--- src/hw/rtl/fedl_pkg.sv ---
// Shared constants, types and codes for the feedback echo delay line.
package fedl_pkg;

  localparam int DELAY_DEPTH = 131072;
  localparam int ADDR_W      = $clog2(DELAY_DEPTH);

  localparam int SAMPLE_W    = 16;
  localparam int PCT_W       = 7;
  localparam int ECHO_W      = SAMPLE_W + 1;
  localparam int PROD_W      = ECHO_W + PCT_W + 1;
  localparam int MAG_W       = 24;
  localparam int RECIP_W     = 24;
  localparam int RECIP_SHIFT = 30;
  localparam logic [RECIP_W-1:0] RECIP_100 = 24'd10737419;
  localparam int QUOT_W      = 17;

  localparam int OQ_DEPTH    = 8;
  localparam int OQ_AW       = $clog2(OQ_DEPTH);
  localparam int OQ_CW       = OQ_AW + 1;

  localparam int RATE_W          = 17;
  localparam int MS_W            = 11;
  localparam int CH_W            = 2;
  localparam int DLY_PROD_W      = RATE_W + MS_W;
  localparam int DLY_RECIP_W     = 29;
  localparam int DLY_RECIP_SHIFT = 38;
  localparam logic [DLY_RECIP_W-1:0] DLY_RECIP = 29'd274877907;
  localparam int DLY_MUL_W       = DLY_PROD_W + DLY_RECIP_W;
  localparam int DLY_QUOT_W      = 19;
  localparam int DLY_SCALED_W    = DLY_QUOT_W + CH_W;

  localparam int CFG_IDX_W  = 3;
  localparam int CFG_DATA_W = RATE_W;

  typedef logic [ADDR_W-1:0] addr_t;

  typedef enum logic [CFG_IDX_W-1:0] {
    REG_DELAY_MS    = 3'd0,
    REG_SAMPLE_RATE = 3'd1,
    REG_CHANNELS    = 3'd2,
    REG_ECHO_VOLUME = 3'd3,
    REG_FEEDBACK    = 3'd4,
    REG_SURROUND    = 3'd5,
    REG_PATH_ENABLE = 3'd6
  } cfg_reg_t;

  typedef enum logic [1:0] {
    PATH_CAPTURE  = 2'd0,
    PATH_PLAYBACK = 2'd1,
    PATH_SERIES   = 2'd2
  } path_code_t;

  typedef enum logic [1:0] {
    DLY_IDLE,
    DLY_MUL,
    DLY_DIV,
    DLY_SCALE
  } dly_state_t;

  typedef struct packed {
    logic [SAMPLE_W-1:0] sample;
    logic                cap_en;
    logic                play_en;
    logic                slot;
  } item_t;

  typedef struct packed {
    logic  valid;
    logic  en;
    addr_t wa;
    addr_t ra;
    addr_t nba;
    logic  ok_a;
    logic  ok_b;
  } path_req_t;

  typedef struct packed {
    logic [PCT_W-1:0] vol;
    logic [PCT_W-1:0] fbp;
    logic             sur;
  } path_cfg_t;

  typedef struct packed {
    logic  valid;
    logic  cap_en;
    logic  play_en;
    addr_t cap_w;
    addr_t play_w;
  } hist_t;

endpackage

--- src/hw/rtl/fedl_queue.sv ---
// Two-entry item queue between the front and the back.
module fedl_queue import fedl_pkg::*; (
  input  logic  clk,
  input  logic  rst,
  input  logic  push,
  input  item_t din,
  input  logic  pop,
  output logic  valid,
  output logic  full,
  output item_t dout
);

  item_t      ent [2];
  logic       wp, rp;
  logic [1:0] cnt;

  always_ff @(posedge clk) begin
    if (rst) begin
      wp  <= 1'b0;
      rp  <= 1'b0;
      cnt <= '0;
    end else begin
      if (push) begin
        wp <= ~wp;
      end
      if (pop) begin
        rp <= ~rp;
      end
      cnt <= cnt + 2'(push) - 2'(pop);
    end
  end

  always_ff @(posedge clk) begin
    if (push) begin
      ent[wp] <= din;
    end
  end

  assign dout  = ent[rp];
  assign valid = (cnt != 2'd0);
  assign full  = (cnt == 2'd2);

endmodule

--- config.mk ---
export PLATFORM = sky130hd
export DESIGN_NAME = fedl_queue
export DESIGN_NICKNAME = d
export VERILOG_FILES = /design/src/hw/rtl/fedl_pkg.sv /design/src/hw/rtl/fedl_queue.sv
export SDC_FILE = /design/constraint.sdc
export NUM_CORES = 1
export LEC_CHECK = 0
export BUFFER_PORTS_ARGS = -buffer_cell sky130_fd_sc_hd__buf_2
export CORE_MARGIN = 8
export CORE_UTILIZATION = 29
export DETAILED_ROUTE_END_ITERATION = 8
export GPL_ROUTABILITY_DRIVEN = 0
export RECOVER_POWER = 50
export SKIP_CTS_REPAIR_TIMING = 1
export SLEW_MARGIN = 20
export SYNTH_ARGS = -nofsm -noshare
export SYNTH_HDL_FRONTEND = slang
export SYNTH_SLANG_ARGS = --single-unit
--- constraint.sdc ---
create_clock -name clk -period 2.25 [get_ports clk]
set_clock_uncertainty 0.05 [all_clocks]
set_input_delay 0.3375 -clock clk [delete_from_list [all_inputs] [get_ports clk]]
set_output_delay 0.3375 -clock clk [all_outputs]
set_load 0.005 [all_outputs]
==> metrics.cfg <==
[timing]
period_needed_ps=1870
fmax_mhz=534
relSlewSlack_pct=26.6
timing.setup.tns_ps=0
finalSetupViolCount=0
fin_crit_sh_pct=83.3
rsz0062_at_grt=false
hold_viol_final=0
fin_hold_ws_ps=189
max_slew.worst_pin.slew_ps=1100
slew_violations=0

[finish]
diodes=0
layout_common_cells=edfxtp_1 (38), buf_2 (31), clkbuf_1 (11), mux2_4 (10), mux2_2 (9)
postLayoutCellArea_um2=2060
fin_cells=204
final_common_cell=edfxtp_1
synthToLayoutAreaGrowth_pct=25.4
layout-drive-gt1-share_pct=47.0
final_nets=156

[clock_tree]
cts_buffer_depth=2
cts.sinks=43
clk_pin_slew_ps=80
cts_tree=done
clk_latency_ps=280
cts_root_buf=clkbuf_8
cts_inserted_buffers=5
htreeDepth=2

[synth]
yosys.area.top_type_share_pct=69.5
synth.avg_cell_area_um2=20.5
syn_nets=105
synth_cells=80
syn_area_um2=1640
yosys_warnings=0
ys_ff_latch=43
yosysSeqAreaShare_pct=75.6
synth_area_leader_cell=edfxtp_1
synth_top_cells_by_area=edfxtp_1 (69%), mux2_4 (9.1%), mux2_2 (6.2%)
yosysUniqueCellTypes=14

[setup_path]
reg2reg_from=wp
worstSetupPathType=reg -> out
cp-end-kind=output port
cp_data_arrival_time_ps=1490
start_kind=register
crit_required_ps=1860
r2r_slack_ps=560
r2r_cells=2
timing.rr.end=ent[0][7]
path_max_fanout=16

[power]
power_frac_clock_pct=37.1
power_density_nw_per_um2=907
power.internal_uw=1500
p_sw_share_pct=19.7
p_comb_share_pct=12.0
p_sw_uw=368
leakagePower_uw=0.000783
ir_worst_vdd_uv=324
seqPwrFrac_pct=50.9

[global_routing]
grt_max_degree=20
grt_usage_pct=7.76
grt_pass1_vias=998
grt_overflow=0
antenna_found_initial=0
grt_pass1_wl_mm=4.81

[floorplanning]
fp.coreArea_um2=5510
die_h_um=91.3
io_pins=44
die_area_um2=8330
start_util_pct=29.8
die_x_um=91.3
rows=27

[flow_run]
max-cap-violations=0

[route]
wl_mm=3.05
avgRoutedWirePerCell_um=15.0
first_pass_iters=4
antenna_left=0
drt-initial-drc-count=54
viasPerCell=4.24
drc=0
vias=864

[min_path]
min_path_cells=1
hp-start=din[12]
hp-class=in -> reg
hold_end=ent[1][12]

[placement]
dpl.hpwl_mm=2.33
io_buffers=43
place_inst=196
placement.cell_area_um2=1940

[run_status]
outcome=finished clean

## per-layer routing
layer	GRT usage, %	part of all wire [%]	vias up	wire, µm
li1	-	-	399	-
met1	6.79	35	424	1080
met2	14.0	53	34	1620
met3	3.95	9.2	7	282
met4	4.50	2.1	0	64
met5	0	0	-	0
## metrics by stage
stage               total power, µW  setup WS [ps]  utilization, %
floorplan                      1110            573               -
global placement               1190            694            35.3
detailed placement             1210            667            35.3
CTS                            1910            340            37.7
global route                   1960            280            37.4
finish                         1870            376            37.4
## cell type report
type,count,area (µm²)
inverters,2,7.51
clock buffers,5,68.8
multi-input cells,33,365
clock inverters,3,67.6
well taps,72,90.1
repair buffers,46,219
flip-flops and latches,43,1240
fillers,536,3450
## how the worst max path moves through the flow
stage | from | end | slack [ps] | cells after the start
after CTS | register | dout[7] | 340 | 3
after floorplan | push | ent[0][0] | 570 | 1
after detailed placement | register | dout[7] | 670 | 3
after global placement | register | dout[18] | 690 | 3
after global routing | register | dout[1] | 280 | 3
final | register | dout[4] | 380 | 3
## critical path, stage by stage, from the launching register on
cell and delay [ps]:
dfxtp_1 390, buf_4 300, mux2_2 370, buf_2 120
## sequential cells by signal, summed over array words and instances, names as in the netlist, named ones only
signal  flops
cnt         2
ent        38
rp          1
wp          1
## cell usage after synthesis
cell	number
edfxtp_1	38
mux2_4	10
mux2_2	9
dfxtp_1	5
nor2_1	4
nor2b_1	3
ha_1	2
inv_1	2
xnor2_1	2
and2_1	1
buf_12	1
buf_6	1
or2_2	1
xnor3_1	1
## logic make-up (layout without fill, tap and decap cells)
family	Yosys count	count (layout)	share of synthesized area, %
mux	19	19	15.3
xor+xnor	3	3	2.44
flops	43	43	75.6
simple gates	9	9	2.82
buf+inv	4	56	2.36
fa+ha+maj	2	2	1.52
## power by group through the flow
| stage | logic, µW | clock network (µW) | registers, µW |
|---|---|---|---|
| finish | 225 | 692 | 950 |
| global route | 249 | 751 | 956 |
| CTS | 239 | 716 | 951 |
| detailed placement | 237 | 0 | 969 |
| global placement | 226 | 0 | 963 |
| floorplan | 145 | 0 | 961 |
Power figures use the tool's default switching activity.
