--- config.mk ---
export PLATFORM = sky130hd
export DESIGN_NAME = fedl_delay
export DESIGN_NICKNAME = d
export VERILOG_FILES = /design/src/hw/rtl/fedl_pkg.sv /design/src/hw/rtl/fedl_delay.sv
export SDC_FILE = /design/constraint.sdc
export NUM_CORES = 1
export LEC_CHECK = 0
export ABC_AREA = 1
export BUFFER_PORTS_ARGS = -buffer_cell sky130_fd_sc_hd__buf_2
export CAP_MARGIN = 30
export CORE_MARGIN = 2
export CORE_UTILIZATION = 30
export DETAILED_ROUTE_END_ITERATION = 8
export SLEW_MARGIN = 20
export SYNTH_ARGS = -nofsm -noshare
export SYNTH_HDL_FRONTEND = slang
export SYNTH_SLANG_ARGS = --single-unit
--- constraint.sdc ---
create_clock -name clk -period 16.5 [get_ports clk]
set_input_delay 0 -clock clk [delete_from_list [all_inputs] [get_ports clk]]
set_output_delay 0 -clock clk [all_outputs]
set_load 0.005 [all_outputs]
--- src/hw/rtl/fedl_pkg.sv ---
// Shared constants, types and codes for the feedback echo delay line.
package fedl_pkg;

  localparam int DELAY_DEPTH = 131072;
  localparam int ADDR_W      = $clog2(DELAY_DEPTH);

  localparam int SAMPLE_W    = 16;
  localparam int PCT_W       = 7;
  localparam int ECHO_W      = SAMPLE_W + 1;
  localparam int PROD_W      = ECHO_W + PCT_W + 1;
  localparam int MAG_W       = 24;
  localparam int RECIP_W     = 24;
  localparam int RECIP_SHIFT = 30;
  localparam logic [RECIP_W-1:0] RECIP_100 = 24'd10737419;
  localparam int QUOT_W      = 17;

  localparam int OQ_DEPTH    = 8;
  localparam int OQ_AW       = $clog2(OQ_DEPTH);
  localparam int OQ_CW       = OQ_AW + 1;

  localparam int RATE_W          = 17;
  localparam int MS_W            = 11;
  localparam int CH_W            = 2;
  localparam int DLY_PROD_W      = RATE_W + MS_W;
  localparam int DLY_RECIP_W     = 29;
  localparam int DLY_RECIP_SHIFT = 38;
  localparam logic [DLY_RECIP_W-1:0] DLY_RECIP = 29'd274877907;
  localparam int DLY_MUL_W       = DLY_PROD_W + DLY_RECIP_W;
  localparam int DLY_QUOT_W      = 19;
  localparam int DLY_SCALED_W    = DLY_QUOT_W + CH_W;

  localparam int CFG_IDX_W  = 3;
  localparam int CFG_DATA_W = RATE_W;

  typedef logic [ADDR_W-1:0] addr_t;

  typedef enum logic [CFG_IDX_W-1:0] {
    REG_DELAY_MS    = 3'd0,
    REG_SAMPLE_RATE = 3'd1,
    REG_CHANNELS    = 3'd2,
    REG_ECHO_VOLUME = 3'd3,
    REG_FEEDBACK    = 3'd4,
    REG_SURROUND    = 3'd5,
    REG_PATH_ENABLE = 3'd6
  } cfg_reg_t;

  typedef enum logic [1:0] {
    PATH_CAPTURE  = 2'd0,
    PATH_PLAYBACK = 2'd1,
    PATH_SERIES   = 2'd2
  } path_code_t;

  typedef enum logic [1:0] {
    DLY_IDLE,
    DLY_MUL,
    DLY_DIV,
    DLY_SCALE
  } dly_state_t;

  typedef struct packed {
    logic [SAMPLE_W-1:0] sample;
    logic                cap_en;
    logic                play_en;
    logic                slot;
  } item_t;

  typedef struct packed {
    logic  valid;
    logic  en;
    addr_t wa;
    addr_t ra;
    addr_t nba;
    logic  ok_a;
    logic  ok_b;
  } path_req_t;

  typedef struct packed {
    logic [PCT_W-1:0] vol;
    logic [PCT_W-1:0] fbp;
    logic             sur;
  } path_cfg_t;

  typedef struct packed {
    logic  valid;
    logic  cap_en;
    logic  play_en;
    addr_t cap_w;
    addr_t play_w;
  } hist_t;

endpackage

--- src/hw/rtl/fedl_delay.sv ---
// Delay unit: rate * ms / 1000, times channels, clamped to the last line address.
module fedl_delay import fedl_pkg::*; (
  input  logic              clk,
  input  logic              rst,
  input  logic              start,
  input  logic [RATE_W-1:0] rate,
  input  logic [MS_W-1:0]   ms,
  input  logic [CH_W-1:0]   ch,
  output logic              busy,
  output addr_t             delay
);

  dly_state_t                state, state_next;
  logic [DLY_PROD_W-1:0]     dq, dq_next;
  logic [DLY_QUOT_W-1:0]     quot, quot_next;
  addr_t                     delay_next;
  logic [DLY_PROD_W-1:0]     prod;
  logic [DLY_MUL_W-1:0]      recip_prod;
  logic [DLY_SCALED_W-1:0]   scaled;

  assign prod       = DLY_PROD_W'(rate) * DLY_PROD_W'(ms);
  assign recip_prod = DLY_MUL_W'(dq) * DLY_MUL_W'(DLY_RECIP);
  assign scaled = (ch[0] ? DLY_SCALED_W'(quot) : '0)
                + (ch[1] ? (DLY_SCALED_W'(quot) << 1) : '0);

  always_ff @(posedge clk) begin
    if (rst) begin
      state <= DLY_MUL;
    end else begin
      state <= state_next;
    end
    dq    <= dq_next;
    quot  <= quot_next;
    delay <= delay_next;
  end

  always_comb begin
    state_next = state;
    dq_next    = dq;
    quot_next  = quot;
    delay_next = delay;
    unique case (state)
      DLY_IDLE: begin
      end
      DLY_MUL: begin
        dq_next    = prod;
        state_next = DLY_DIV;
      end
      DLY_DIV: begin
        quot_next  = recip_prod[DLY_RECIP_SHIFT +: DLY_QUOT_W];
        state_next = DLY_SCALE;
      end
      DLY_SCALE: begin
        delay_next = (scaled > DLY_SCALED_W'(DELAY_DEPTH - 1)) ? addr_t'(DELAY_DEPTH - 1)
                                                               : scaled[ADDR_W-1:0];
        state_next = DLY_IDLE;
      end
      default: begin
        state_next = DLY_IDLE;
      end
    endcase
    if (start) begin
      state_next = DLY_MUL;
    end
  end

  assign busy = (state != DLY_IDLE);

endmodule

==> summary.txt <==
Detailed routing
  • Routed Wire Length: between 60000 and 70000 µm
  • Remaining antenna violation count: 0
  • Drt first-iter violations: slightly above 800
  • Initial DRT Pass Iterations: 5
  • Remaining routing DRC violations: 0
  • Detailed-route wire length per cell: roughly 15 µm
  • Average vias per placed instance: 4.42
  • Vias post-DR: 17900

Placement
  • DPL Wire Length: roughly 55000 µm
  • GP Congestion: a little over 0.9
  • IO Port Bufs: 50
  • Number of instances in the placed design: 4042

Outcome
  • Run status: finished, final reports clean

Cells and area
  • Area grow syn2layout: 7.21%
  • Post-layout utilization of the core: 32.6%
  • Count of placed standard cells in the final layout, fillers left out: about 4100
  • Layout net count: 3823
  • Diode count: 0
  • Layout cell share with drive strength beyond 1: 3.97%

Die
  • Area enclosed by the die boundary: 81000 µm²
  • Ports: 51
  • Effective utilization at floorplan: 30.4%
  • Die width: 285 µm
  • Area inside the core boundary: 77700 µm²
  • Floorplan row count: a little over 100
  • Die height: between 200 and 300 µm

CTS
  • Post-CTS repair timing setup buffer count: 0
  • Latest clock arrival within the worst-skew pair: roughly 0.38 ns
  • Inserted Clock Buffers: 9
  • TritonCTS clock tree: built
  • Max clock buf depth: 2
  • Clock sink total: 66
  • CTS Root Cell: sky130_fd_sc_hd__clkbuf_16
  • Clock transition at the registers of the reported paths: 0.06 ns
  • H-tree level count: 3

Yosys
  • Synth Net Count: 3803
  • Warning count from the yosys run: 0
  • Leading area contributor after synthesis: sky130_fd_sc_hd__fa_1
  • Commonest cells post-synth: sky130_fd_sc_hd__inv_1, sky130_fd_sc_hd__nand2_1, sky130_fd_sc_hd__ha_1, sky130_fd_sc_hd__fa_1, sky130_fd_sc_hd__nor2_1
  • Biggest area contributors in the synthesized netlist: sky130_fd_sc_hd__fa_1, sky130_fd_sc_hd__ha_1, sky130_fd_sc_hd__inv_1, sky130_fd_sc_hd__nand2_1, sky130_fd_sc_hd__edfxtp_1
  • Synth top area share: between 30% and 40%
  • Most used DFF post-synth: sky130_fd_sc_hd__edfxtp_1
  • Number of enable-type register cells in the synthesized netlist: 64
  • Summed instance area of the synthesized netlist: 23600 µm²
  • Gate Count Post-Synth: roughly 3000
  • Fraction of the yosys area taken by sequential cells: under 10%
  • Synth async-reset ratio: 0%
  • Library cells used by synthesis: 45
  • Mapped Avg Cell Area: 7.88 µm²
  • Library cell with the highest instance count after synthesis: sky130_fd_sc_hd__inv_1
  • Number of flip-flops and latches in the synthesized netlist: 66

Worst setup path
  • CP Capture Type: flip-flop
  • Type of element launching the critical path: flip-flop
  • Endpoint required time on the critical path: 16.62 ns
  • Worst Setup Path Type: flip-flop to flip-flop
  • Crit-path max FO: 10
  • Arrival time at the worst endpoint: 6.34 ns

Timing
  • Final critical path time including I/O delays and setup: 6.22 ns
  • Fin Setup TNS: 0 ns
  • Highest attainable clock frequency: approximately 160 MHz
  • Max Transition Viols Final: 0
  • Worst rel slew slack: 52.8%
  • RSZ-0062 raised after global routing: no
  • Worst hold slack across all endpoints: 0.140 ns
  • Final hold violations: 0
  • Count of final setup violators: 0
  • Final clock period utilization by the worst path: a little under two fifths
  • Worst-margin pin slew: just over 0.7 ns
  • Max Clock Skew: 0.0145 ns

Global routing
  • Global-route wire length before repair: 102000 µm
  • Via count of the first global-routing pass: approximately 19000
  • Number of antenna violations at the first check in global routing: 0
  • Largest net degree at the start of global routing: 29
  • Remaining global-route overflow: 0
  • Global-route usage over all layers: ~16%

Min path
  • Path type of the worst min-delay path: input port to flip-flop

Job
  • MaxCap Viol Count: 0
[registers in the layout, summed over array words and instances (netlist names)]
name   cells
dq        28
quot      19
delay     17
state      2
[cell usage in the layout (no fill, tap or decap), types with 3 or more instances in the layout]
master and n:
sky130_fd_sc_hd__nand2_1 684, sky130_fd_sc_hd__nand2_2 14, sky130_fd_sc_hd__xor2_1 18, sky130_fd_sc_hd__nand3b_1 5, sky130_fd_sc_hd__a21oi_1 104, sky130_fd_sc_hd__ha_1 391
sky130_fd_sc_hd__or2_2 7, sky130_fd_sc_hd__nor3_1 29, sky130_fd_sc_hd__o21ai_0 44, sky130_fd_sc_hd__a21oi_2 3, sky130_fd_sc_hd__nand3_1 73, sky130_fd_sc_hd__nor2_1 123
sky130_fd_sc_hd__nand4_1 27, sky130_fd_sc_hd__nand3_2 12, sky130_fd_sc_hd__a21o_1 4, sky130_fd_sc_hd__dlygate4sd3_1 3, sky130_fd_sc_hd__inv_2 3, sky130_fd_sc_hd__fa_1 383
sky130_fd_sc_hd__xnor2_1 18, sky130_fd_sc_hd__clkbuf_16 9, sky130_fd_sc_hd__o21bai_1 17, sky130_fd_sc_hd__inv_1 896, sky130_fd_sc_hd__buf_2 50, sky130_fd_sc_hd__nor4_1 4
sky130_fd_sc_hd__edfxtp_1 64, sky130_fd_sc_hd__nor2_2 6
[cell type report]
type / count / area (µm²)
Fill cell: 8285 / 52400
Sequential cell: 66 / 1960
Clock buffer: 10 / 229
Tap cell: 1040 / 1300
Inverter: 899 / 3370
Clock inverter: 6 / 81.3
Timing Repair Buffer: 55 / 295
Multi-Input combinational cell: 1985 / 18100
[kinds of logic (layout without fill, tap and decap cells)]
group | count (synthesis) | count (layout) | share of synthesized area [%]
flops | 66 | 66 | 8.31
fa+ha+maj | 774 | 774 | 53.2
compound gates | 180 | 180 | 4.23
simple gates | 995 | 995 | 17.7
xor+xnor | 36 | 36 | 1.34
buf+inv | 945 | 970 | 15.2
[timing repair]
item                      CTS  global route
resized for setup           0             0
hold endpoints to repair    2             0
hold buffers                3             0
[stage by stage]
step                instance area (µm²)  setup slack [ns]
floorplan                         23600             10.96
global placement                  25000             10.29
detailed placement                25000             10.28
CTS                               25300             10.29
global route                      25300              9.94
finish                            25300             10.28
[worst paths after layout]
kind | from | endpoint | slack [ns] | cells after the start
hold reg to reg | quot[0]$_DFFE_PN_ | delay[0]$_SDFFCE_PN1N_ | 0.65 | 2
setup reg to reg | dq[26]$_DFFE_PN_ | quot[8]$_DFFE_PN_ | 10.28 | 24
hold / removal | rate[0] | dq[0]$_DFFE_PN_ | 0.14 | 3
setup / recovery | dq[26]$_DFFE_PN_ | quot[8]$_DFFE_PN_ | 10.28 | 24
[critical path, stage by stage (launching register included)]
cell,delay [ns]
sky130_fd_sc_hd__edfxtp_1,0.68
sky130_fd_sc_hd__inv_1,0.10
sky130_fd_sc_hd__ha_1,0.36
sky130_fd_sc_hd__xnor2_1,0.18
sky130_fd_sc_hd__ha_1,0.19
sky130_fd_sc_hd__or2_2,0.35
sky130_fd_sc_hd__xnor2_1,0.15
sky130_fd_sc_hd__inv_1,0.06
sky130_fd_sc_hd__ha_1,0.19
sky130_fd_sc_hd__a21o_1,0.17
sky130_fd_sc_hd__fa_1,0.50
sky130_fd_sc_hd__fa_1,0.41
sky130_fd_sc_hd__fa_1,0.51
sky130_fd_sc_hd__inv_1,0.05
sky130_fd_sc_hd__fa_1,0.47
sky130_fd_sc_hd__inv_1,0.04
sky130_fd_sc_hd__ha_1,0.32
sky130_fd_sc_hd__nand2_1,0.14
sky130_fd_sc_hd__nor2_1,0.24
sky130_fd_sc_hd__and2_1,0.24
sky130_fd_sc_hd__nand2_1,0.13
sky130_fd_sc_hd__nor3_1,0.15
sky130_fd_sc_hd__nand2_1,0.14
sky130_fd_sc_hd__nand4_1,0.12
sky130_fd_sc_hd__nand2_1,0.06
[metal layers]
metal	wire (µm)	GRT usage (%)
met3	1930	1.81
met5	0	0
met4	1410	3.86
met1	28100	20.4
met2	30300	28.3
Power is not shown: default switching activity piles up to over one toggle a cycle in this logic, so the estimate is an artifact.
